$ cat src/hdl/buddy_page_allocator_macros.svh
// Assertion macros for the buddy page allocator.
// Depends on a clk and rst signal in the module that uses them.
`ifndef BUDDY_PAGE_ALLOCATOR_MACROS_SVH
`define BUDDY_PAGE_ALLOCATOR_MACROS_SVH

// Same-cycle implication, disabled during reset.
`define BPA_CHECK(lbl, ante, cons, msg) \
  lbl: assert property (@(posedge clk) disable iff (rst) (ante) |-> (cons)) else $error(msg);

// Next-cycle implication, disabled during reset.
`define BPA_CHECK_NEXT(lbl, ante, cons, msg) \
  lbl: assert property (@(posedge clk) disable iff (rst) (ante) |=> (cons)) else $error(msg);

`endif

$ cat src/hdl/bpa_pkg.sv
// Shared constants, types and tables of the buddy page allocator.
// No dependencies.
package bpa_pkg;

  localparam int NUM_PAGES  = 4096;
  localparam int NUM_ORDERS = 11;
  localparam int TOP_ORDER  = NUM_ORDERS - 1;
  localparam int PAGE_W     = 12;
  localparam int ORD_W      = 4;
  localparam int CNT_W      = 13;
  localparam int WORD_W     = 32;
  localparam int BIT_W      = $clog2(WORD_W);
  localparam int RREL_W     = PAGE_W - BIT_W;

  function automatic int rows_at(int k);
    int n;
    n = (NUM_PAGES >> k) + WORD_W - 1;
    return n / WORD_W;
  endfunction

  function automatic int total_rows();
    int s;
    s = 0;
    for (int k = 0; k < NUM_ORDERS; k++) s += rows_at(k);
    return s;
  endfunction

  localparam int ROWS  = total_rows();
  localparam int ROW_W = $clog2(ROWS);

  typedef logic [ROW_W-1:0]  row_t;
  typedef logic [WORD_W-1:0] word_t;
  typedef logic [BIT_W-1:0]  bsel_t;
  typedef logic [ORD_W-1:0]  ord_t;
  typedef logic [PAGE_W-1:0] page_t;
  typedef logic [RREL_W-1:0] rrow_t;
  typedef logic [CNT_W-1:0]  cnt_t;

  typedef row_t  row_tab_t  [NUM_ORDERS];
  typedef rrow_t rrow_tab_t [NUM_ORDERS];

  typedef struct packed {
    ord_t  ord;
    page_t idx;
  } map_ref_t;

  typedef struct packed {
    row_t  row;
    bsel_t bsel;
  } map_loc_t;

  function automatic row_tab_t make_row_base();
    row_tab_t t;
    int s;
    s = 0;
    for (int k = 0; k < NUM_ORDERS; k++) begin
      t[k] = row_t'(s);
      s += rows_at(k);
    end
    return t;
  endfunction

  function automatic rrow_tab_t make_row_last();
    rrow_tab_t t;
    for (int k = 0; k < NUM_ORDERS; k++) t[k] = rrow_t'(rows_at(k) - 1);
    return t;
  endfunction

  function automatic word_t make_top_mask();
    word_t m;
    m = '0;
    for (int i = 0; i < WORD_W; i++) m[i] = (i < (NUM_PAGES >> TOP_ORDER));
    return m;
  endfunction

  localparam row_tab_t  ROW_BASE = make_row_base();
  localparam rrow_tab_t ROW_LAST = make_row_last();
  localparam word_t     TOP_MASK = make_top_mask();
  localparam cnt_t      TOP_CNT  = cnt_t'(NUM_PAGES >> TOP_ORDER);

  localparam logic OP_ALLOC = 1'b0;
  localparam logic OP_FREE  = 1'b1;

  localparam logic [1:0] ST_OK    = 2'd0;
  localparam logic [1:0] ST_NOMEM = 2'd1;
  localparam logic [1:0] ST_BAD   = 2'd2;

  function automatic bsel_t lowest_bit(word_t w);
    bsel_t b;
    b = '0;
    for (int i = WORD_W - 1; i >= 0; i--) begin
      if (w[i]) b = bsel_t'(i);
    end
    return b;
  endfunction

endpackage

$ cat src/hdl/bpa_addr.sv
// Shared address unit: maps an order and block index to a bitmap row and bit.
// Depends on bpa_pkg.
module bpa_addr (
  input  bpa_pkg::map_ref_t ref_in,
  output bpa_pkg::map_loc_t loc
);
  import bpa_pkg::*;

  always_comb begin
    loc.row  = ROW_BASE[ref_in.ord] + row_t'(ref_in.idx >> BIT_W);
    loc.bsel = ref_in.idx[BIT_W-1:0];
  end

endmodule

$ cat config.mk
export PLATFORM = sky130hd
export DESIGN_NAME = bpa_addr
export DESIGN_NICKNAME = d
export VERILOG_FILES = /design/src/hdl/buddy_page_allocator_macros.svh /design/src/hdl/bpa_pkg.sv /design/src/hdl/bpa_addr.sv
export SDC_FILE = /design/constraint.sdc
export NUM_CORES = 1
export LEC_CHECK = 0
export BUFFER_PORTS_ARGS = -buffer_cell sky130_fd_sc_hd__buf_2
export CAP_MARGIN = 0
export CORE_AREA = 3 3 40 42
export DETAILED_ROUTE_END_ITERATION = 10
export DIE_AREA = 0 0 43 45
export GPL_TIMING_DRIVEN = 1
export PLACE_DENSITY = 0.66
export SYNTH_ARGS = -nofsm -noshare
export SYNTH_HDL_FRONTEND = slang
export SYNTH_SLANG_ARGS = --single-unit
$ cat constraint.sdc
create_clock -name vclk -period 2
set_input_delay 0.1 -clock vclk [all_inputs]
set_output_delay 0.1 -clock vclk [all_outputs]
set_load 0.03 [all_outputs]
Word level (Yosys, flattened, before mapping)
Memories as Yosys holds them, arrays and structs flattened.
Index checks and enable logic that the tools add are counted.
{"block": "word_totals", "elab_cells": 6, "input_bits": 16, "register_bits": 0, "rom_bits": 144, "memories": 1}
{"name": "(name not given)", "words": 16, "width": 9, "rd": 1, "rd_clocked_by_memory_dff": 0, "write_ports": 0, "line_no": "bpa_addr.sv:10", "rtl": "loc.row = ROW_BASE[ref_in.ord] + row_t'(ref_in.idx >> BIT_W);"}
{"block": "op_classes", "addsub": 1, "muxes": 2, "bitwise": 1, "n_lt_le_gt_ge": 1}
{"operator": "$mux W9", "count": 2}
{"operator": "$add A9 B7 Y9", "count": 1}
{"operator": "$ge A5 B5 Y1 const B", "count": 1}
{"operator": "$not A4 Y5", "count": 1}

Longest topological paths before layout
Gate-level depths: netlist (run 1).
{"block": "depth", "word_depth": 5, "ltp_mapped": 9, "depth_no_buf": 9}

Worst setup path after synthesis (run 1)
Ideal clock, no wire load.
{"block": "synth_timing", "path_type": "input -> output", "start": "input port ref_in[15] in the netlist's numbering", "end": "output port loc[13] in the netlist's numbering", "path_slack_ps": 104, "stages": 8, "arrival_time_ps": 1796, "n_path_buf": 0, "path_cell_list": "nand2b_1 -> o21ai_0 -> inv_1 -> fa_1 -> nor2b_4 -> o31a_1 -> a221oi_1 -> nor2_1"}
{"element": "start: declaration", "line_no": "bpa_addr.sv:4", "rtl": "input bpa_pkg::map_ref_t ref_in,"}
{"element": "end: declaration", "line_no": "bpa_addr.sv:5", "rtl": "output bpa_pkg::map_loc_t loc"}

==> key figures, run 1 <==
Setup path
  – Crit Path Max Fanout: 4
  – CP startpoint kind: primary input
  – Worst EP arrival: approximately 1900 ps
  – CP Capture Type: primary output
  – CP required: ~1900 ps
  – Crit-path slowest cell: or4_4
  – CP Class: primary input to primary output
  – Crit-path cells: buf_6, nand2b_4, o21ai_2, ha_1, nor2b_4, o31a_1, or4_4, nand3_2, buf_6
  – CP peak stage delay: 430 ps
  – Most frequent CP cell: buf_6

Power
  – Switching Share: 57.9%
  – Cell internal pwr: ~120 uW
  – Clock Power Share: 0%
  – Worst vdd ir: between 0.15 and 0.2 mV
  – Logic pwr share: between 90% and 100%
  – Leakage: ~0.35 nW
  – P_sw: 167 uW
  – Seq pwr share: 0%
  – Power Density: about 430 nW/um^2

Timing
  – Fmax achieved: 511 MHz
  – Hold Violations, Final: 0
  – Fin Setup TNS: 0 ps
  – Final period util: 97.9%
  – Slew Limit Headroom: 84.5%
  – Final Setup Violations: 0
  – Minimum clock period: 1960 ps
  – Final Slew Violations: 0
  – Slew @ Worst Pin: roughly 230 ps

Layout
  – FF+latch area: 0 sq um
  – Seq cells: 0
  – Final #Nets: roughly 120
  – Fraction of layout cells with a size suffix above 1: about half
  – Area delta synth->final: 55.5%
  – Final Core Density: 52.4%
  – Clkbuf count: 0
  – Non-filler cells in the finished layout: 105
  – Diodes inserted: 0

Die
  – Full die area: slightly below 2000 sq um
  – # rows: 13
  – Core Region: ~1300 sq um
  – Initial Util: 33.7%
  – Io pins: 30
  – Die Wd: 43 um
  – Die H: about 45 um

Yosys
  – Post-Synth Simple-Gate Area: a little under a quarter
  – Sequential fraction of the synthesis area: 0%
  – YS warnings: 0
  – Largest cells by area after synthesis: ha_1, buf_4, a21oi_1
  – Post-synth top area cell: ha_1
  – Syn Inst Count: 65
  – Synth top cells by count: a21oi_1, ha_1, inv_1, o21ai_0, nand2_1
  – Unique masters post-synth: 23
  – Multiplexer share of the synthesized area: 0%
  – Synth Area in Adders: between 20 and 25%
  – Synth Area in Compound Gates: between 20 and 30%
  – Cell Area, Synth: around 430 sq um
  – Post-synthesis xor/xnor area fraction: under 10%
  – Largest family of logic cells by synthesized area: compound AO/OA/AOI/OAI gates
  – Top-area cell type share of the netlist area: approximately a fifth
  – Synth Area per Inst: around 6.7 sq um
  – Syn Nets: 89

Hold path
  – Hold Path Depth: 0
  – Hold Crit Class: primary input to primary output

Routing
  – DRC viols: 0
  – ANT nets after route: 0
  – Via/cell ratio: 5.02
  – DR vias: roughly 530
  – Detailed Route Iter0 Violations: 13
  – DR WL met2: approximately 600 um
  – Highest Signal Layer: met3
  – Drt pass-1 iters: 4
  – Met3 wire len: about 80 um
  – Total Routed Length: approximately 1200 um
  – Met1 wire length: between 400 and 500 um
  – DR WL/cell: between 10 and 15 um

Global routing
  – Vias in the first global route: roughly 430
  – Total global routing overflow: 0
  – GRT Overall Usage: a little over a tenth
  – Largest net degree at the start of global routing: 6
  – Initial antenna violation count: 0
  – Global-route wire length before repair: 1740 um

Placed design
  – Cells after DPL: between 100 and 150
  – Detail Placement HPWL: around 900 um
  – I/O Buffers: 20
  – GP Congestion: around 0.80

Clock tree
  – # hold bufs at CTS: 0

Flow run
  – Max cap viols: 0

Run status
  – Outcome: finished, final reports clean
==> area by class of cell <==
class	instances	area, sq um
Inverter	7	26.3
Tap cell	15	18.8
Multi-Input combinational cell	53	419
Timing Repair Buffer	30	209
Fill cell	131	612
==> routing by layer <==
| metal | up-vias | GRT usage (%) |
|---|---|---|
| met5 | - | 0 |
| met4 | 0 | 0 |
| met3 | 0 | 0.797 |
| met2 | 16 | 18.3 |
| met1 | 236 | 15.8 |
| li1 | 275 | - |
==> metrics by stage <==
stage	hold WS [ps]	power (mW)	instance area [sq um]	setup slack, ps
finish	200	0.288	673	42.9
detailed placement	200	0.252	574	-62.3
global route	200	0.312	673	-34.0
global placement	200	0.251	574	-63.6
CTS	200	0.257	584	-40.9
floorplan	332	0.194	433	104
==> power groups by stage <==
stage	logic, mW	clock network (mW)	registers [mW]
floorplan	0.194	0	0
detailed placement	0.252	0	0
CTS	0.257	0	0
finish	0.288	0	0
global route	0.312	0	0
global placement	0.251	0	0
==> worst max-delay path: cells and delay by family <==
family / cells / cell delay, ps
buffers and inverters: 2 / 220
AOI/OAI and AO/OA: 2 / 460
and+or+nand+nor: 4 / 800
adders and majority gates: 1 / 260
==> final timing paths <==
check	from	endpoint	slack, ps
worst max-delay path	ref_in[15]	loc[11]	40
worst min-delay path	ref_in[2]	loc[2]	200
==> placed cells by master, fill, tap and decap left out <==
cell type and count:
and2_1 1, o21ai_1 1, buf_2 14, buf_6 3, nand2_1 5, a21oi_1 7
clkbuf_4 1, buf_4 11, nor2_1 3, inv_2 2, nand2b_4 1, or4_4 1
o21ai_0 4, a21boi_1 1, o21a_1 1, o21ai_2 2, a21boi_0 1, or2_2 1
fa_2 1, xnor2_1 3, a31oi_1 1, nand3_1 2, o31a_1 1, buf_8 1
o211ai_1 1, nand3_2 1, nor2_4 1, nor2b_4 1, nand2_4 1, nor3_1 2
a221oi_2 1, ha_1 6, inv_1 5, xor2_1 1, ha_2 1
==> cell families after synthesis <==
| group | count (synthesis) |
|---|---|
| xor+xnor | 4 |
| simple gates | 20 |
| fa+ha+maj | 8 |
| compound gates | 21 |
| buf+inv | 12 |
==> what timing repair did <==
| item | 4_1_cts | 5_1_grt |
|---|---|---|
| buffers inserted | 1 | 1 |
| endpoints found under the setup margin | 2 | 6 |
| resized for setup | 1 | 30 |
| pin swaps | 1 | 7 |
(Power assumes the default switching activity.)
==> inputs of run 2 (changes only) <==
ABC_AREA = 1   (was default)
MAX_ROUTING_LAYER = met4   (was default)
PLACE_DENSITY = 0.72   (was 0.66)
==> key figures, run 2 <==
Run status
  – Outcome: finished, final reports clean

Timing
  – RSZ-0062 raised after global routing: no
  – Final Slew Violations: 0
  – Hold Violations, Final: 0
  – Slew @ Worst Pin: between 150 and 200 ps
  – Minimum clock period: about 1900 ps
  – Final Setup Violations: 0
  – Fin Hold WS: between 200 and 250 ps
  – Fin Setup TNS: 0 ps
  – Slew Limit Headroom: just under 90%
  – Fmax achieved: between 500 and 600 MHz
  – Final period util: 93.1%

Clock tree
  – Post-CTS Setup Inserts: 0
  – # hold bufs at CTS: 0
  – Post-CTS sizing: 0

Power
  – Power Density: ~450 nW/um^2
  – Final Total Pwr: about 270 uW
  – Leakage: 0.405 nW
  – Worst vdd ir: around 0.21 mV

Placed design
  – Cell Area, Placed: 598 sq um
  – I/O Buffers: 20
  – Cells after DPL: between 100 and 150
  – Detail Placement HPWL: 999 um
  – GP Congestion: 0.817

Layout
  – Most frequent cells in the layout: nand2_1, inv_1, buf_2, ha_1
  – Non-filler cells in the finished layout: 127
  – Seq cells: 0
  – Area delta synth->final: 16.2%
  – Fraction of layout cells with a size suffix above 1: 25.0%
  – Clkbuf count: 0
  – Final #Nets: between 100 and 150
  – Commonest non-fill, non-tap cell in the layout: nand2_1
  – Fillers: 138
  – Fin area: 601 sq um
  – Diodes inserted: 0
  – FF+latch area: 0 sq um

Setup path
  – Setup crit start: ref_in[13]
  – Worst EP arrival: approximately 1800 ps
  – Crit Path Max Fanout: 4
  – CP Class: primary input to primary output
  – CP startpoint kind: primary input
  – CP required: between 1500 and 2000 ps
  – CP Capture Type: primary output

Yosys
  – YS warnings: 0
  – Most numerous cell in the Yosys netlist: nand2_1
  – Syn Nets: approximately 120
  – Unique masters post-synth: 14
  – Sequential fraction of the synthesis area: 0%
  – Cell Area, Synth: 517 sq um
  – Synth top cells by count: nand2_1, inv_1, ha_1, nor2_1, a21oi_1
  – Top-area cell type share of the netlist area: between 20 and 25%
  – Synth Area per Inst: between 5 and 6 sq um
  – Syn Inst Count: 97
  – Post-synth top area cell: nand2_1
  – Largest cells by area after synthesis: nand2_1, ha_1, inv_1

Die
  – # rows: 13
  – Full die area: around 1900 sq um
  – Die Wd: around 43 um
  – Die H: 45 um
  – Initial Util: approximately 40%
  – Io pins: 30
  – Core Region: between 1000 and 1500 sq um

Global routing
  – Largest net degree at the start of global routing: 6
  – GRT Overall Usage: roughly an eighth
  – Initial antenna violation count: 0
  – Total global routing overflow: 0
  – Vias in the first global route: 502
  – Global-route wire length before repair: 1880 um

Flow run
  – Max cap viols: 0

Hold path
  – HP Start: ref_in[0]
  – Hold Path Depth: 0
  – Hold Crit Class: primary input to primary output

Routing
  – Detailed Route Iter0 Violations: 5
  – Total Routed Length: between 1000 and 1500 um
  – DR vias: about 560
  – ANT nets after route: 0
  – Drt pass-1 iters: 4
  – DRC viols: 0
  – DR WL/cell: between 8 and 9 um
  – Via/cell ratio: between 4 and 5
[run 2: per-layer routing]
layer  track usage (%)  routed length [um]  up-vias
li1                  -                   -      315
met1              15.5                 521      235
met2              23.4                 524       11
met3                 0                  74        0
met4                 0                   0        0
met5                 -                   0        -
[run 2: final timing paths]
check       to  slack, ps
min     loc[0]        200
max    loc[13]        140
[run 2: critical path, stage by stage]
cell and delay (ps):
buf_2 120, o21ai_2 190, inv_2 80, nor2_4 120, o21ai_2 90, fa_1 450, nor2_1 150, nor2_2 60
nor2_1 80, nand2_1 60, nand2_1 60, buf_2 190
[run 2: logic make-up after synthesis]
kind of cell / share of synthesized area [%]
AO/OA/AOI/OAI: 9.20
AND/OR/NAND/NOR: 40.2
adder cells (fa/ha/maj): 20.8
buffers and inverters: 24.7
XOR/XNOR: 5.09
[run 2: layout make-up]
cell class / instances / area (sq um) / area share (%)
Inverter: 24 / 90.1 / 15.0
Tap cell: 15 / 18.8 / 3.13
Timing Repair Buffer: 20 / 100 / 16.7
Multi-Input combinational cell: 68 / 392 / 65.2
[run 2: where the power goes]
| group | total, mW | switching (mW) | internal, mW |
|---|---|---|---|
| clock network | 0 | 0 | 0 |
| logic | 0.271 | 0.182 | 0.0891 |
| registers | 0 | 0 | 0 |
| total | 0.271 | 0.182 | 0.0891 |
[run 2: through the flow]
stage / setup WS [ps] / util (%)
finish: 138 / 46.7
floorplan: 244 / -
detailed placement: 131 / 46.5
global route: 11.0 / 46.7
global placement: 163 / 46.5
CTS: 124 / 46.5
==> inputs of run 3 (changes only) <==
RECOVER_POWER = 100   (was default)
==> key figures, run 3 (same netlist as run 2, synthesis figures left out) <==
Hold path
  – Hold Crit Class: primary input to primary output
  – End point of the worst hold path: loc[0]
  – HP Start: ref_in[0]
  – Hold Path Depth: 0

Timing
  – Final Setup Violations: 0
  – RSZ-0062 raised after global routing: no
  – Slew Limit Headroom: between 70% and 80%
  – Slew @ Worst Pin: roughly 370 ps
  – Fin Hold WS: ~200 ps
  – Fmax achieved: roughly 540 MHz
  – Final Slew Violations: 0
  – Final period util: between 90 and 100%
  – Minimum clock period: between 1500 and 2000 ps
  – Hold Violations, Final: 0
  – Fin Setup TNS: 0 ps

Placed design
  – Detail Placement HPWL: between 900 and 1000 um
  – I/O Buffers: 20
  – Cell Area, Placed: 598 sq um
  – GP Congestion: between 0.8 and 0.9
  – Cells after DPL: about 130

Global routing
  – GRT met3 Usage: 0%
  – Initial antenna violation count: 0
  – GRT Max-Usage Layer: met2
  – Grt met1 use: 15.5%
  – Largest net degree at the start of global routing: 6
  – Met2 Use GR: a little under a quarter
  – GRT Overall Usage: about an eighth
  – Total global routing overflow: 0
  – Vias in the first global route: approximately 500
  – Global-route wire length before repair: roughly 1900 um

Die
  – Die Wd: approximately 43 um
  – Core Region: around 1300 sq um
  – # rows: 13
  – Initial Util: 40.2%
  – Die H: 45 um
  – Io pins: 30
  – Full die area: just under 2000 sq um

Setup path
  – CP peak stage delay: around 450 ps
  – CP startpoint kind: primary input
  – CP Class: primary input to primary output
  – CP Capture Type: primary output
  – CP delay by family, top: simple AND/OR/NAND/NOR gates
  – Crit-path cells: buf_2, o21ai_2, inv_2, nor2_4, o21ai_2, fa_1, nor2_1, nor2_2, nor2_1, nand2_1, nand2_1, buf_2
  – Crit-path slowest cell: fa_1
  – Crit Path Max Fanout: 4
  – Worst EP arrival: 1760 ps
  – CP required: 1900 ps
  – Worst path bufs/invs: 3

Layout
  – Final #Nets: 138
  – Clkbuf count: 0
  – Fillers: roughly 140
  – Seq cells: 0
  – FF+latch area: 0 sq um
  – Non-filler cells in the finished layout: between 100 and 150
  – Fin area: ~600 sq um
  – Commonest non-fill, non-tap cell in the layout: nand2_1
  – Diodes inserted: 0
  – Final Core Density: 46.5%
  – Multi-input logic area: about 400 sq um
  – Fraction of layout cells with a size suffix above 1: 23.2%
  – Most frequent cells in the layout: nand2_1, inv_1, buf_2, ha_1
  – Area delta synth->final: 15.7%

Clock tree
  – # hold bufs at CTS: 0

Routing
  – DR WL/cell: between 8 and 9 um
  – DRC viols: 0
  – Detailed Route Iter0 Violations: 5
  – Drt pass-1 iters: 4
  – DR vias: 561
  – ANT nets after route: 0
  – Total Routed Length: between 1000 and 1500 um
  – Via/cell ratio: 4.42

Power
  – Leakage: 0.400 nW
  – Worst vdd ir: between 0.2 and 0.25 mV
  – Power Density: 450 nW/um^2

Run status
  – Outcome: finished, final reports clean

Flow run
  – Max cap viols: 0
==> run 3: stage by stage <==
step	worst slack (ps)	total power, mW
CTS	124	0.272
finish	138	0.269
global route	11.0	0.298
detailed placement	131	0.271
floorplan	244	0.221
global placement	163	0.269
==> run 3: layout make-up <==
cell class	count	area share, %
multi-input combinational	68	65.5
timing repair buffer	20	16.3
inverter	24	15.1
tap	15	3.14
==> run 3: worst max path at each step <==
stage | endpoint | startpoint | slack [ps] | cells after the start
after floorplan | loc[9] | ref_in[13] | 240 | 8
after global placement | loc[13] | ref_in[13] | 160 | 12
after detailed placement | loc[13] | ref_in[13] | 130 | 14
after CTS | loc[13] | ref_in[13] | 120 | 14
after global routing | loc[13] | ref_in[13] | 10 | 12
final | loc[13] | ref_in[13] | 140 | 12
==> run 3: layer usage <==
| layer | part of all wire [%] | up-vias |
|---|---|---|
| met3 | 6.6 | 0 |
| met5 | 0 | - |
| met1 | 46 | 235 |
| met4 | 0 | 0 |
| met2 | 47 | 11 |
| li1 | - | 315 |
==> run 3: power by group <==
group          switching [mW]  internal, mW  leakage (nW)
clock                       0             0             0
combinational           0.182        0.0867         0.400
sequential                  0             0             0
total                   0.182        0.0867         0.400
==> run 3: what timing repair did <==
action / in CTS / in global routing
setup endpoints to repair: 0 / 1
gates resized for setup: 0 / 1
buffers inserted: 0 / 0
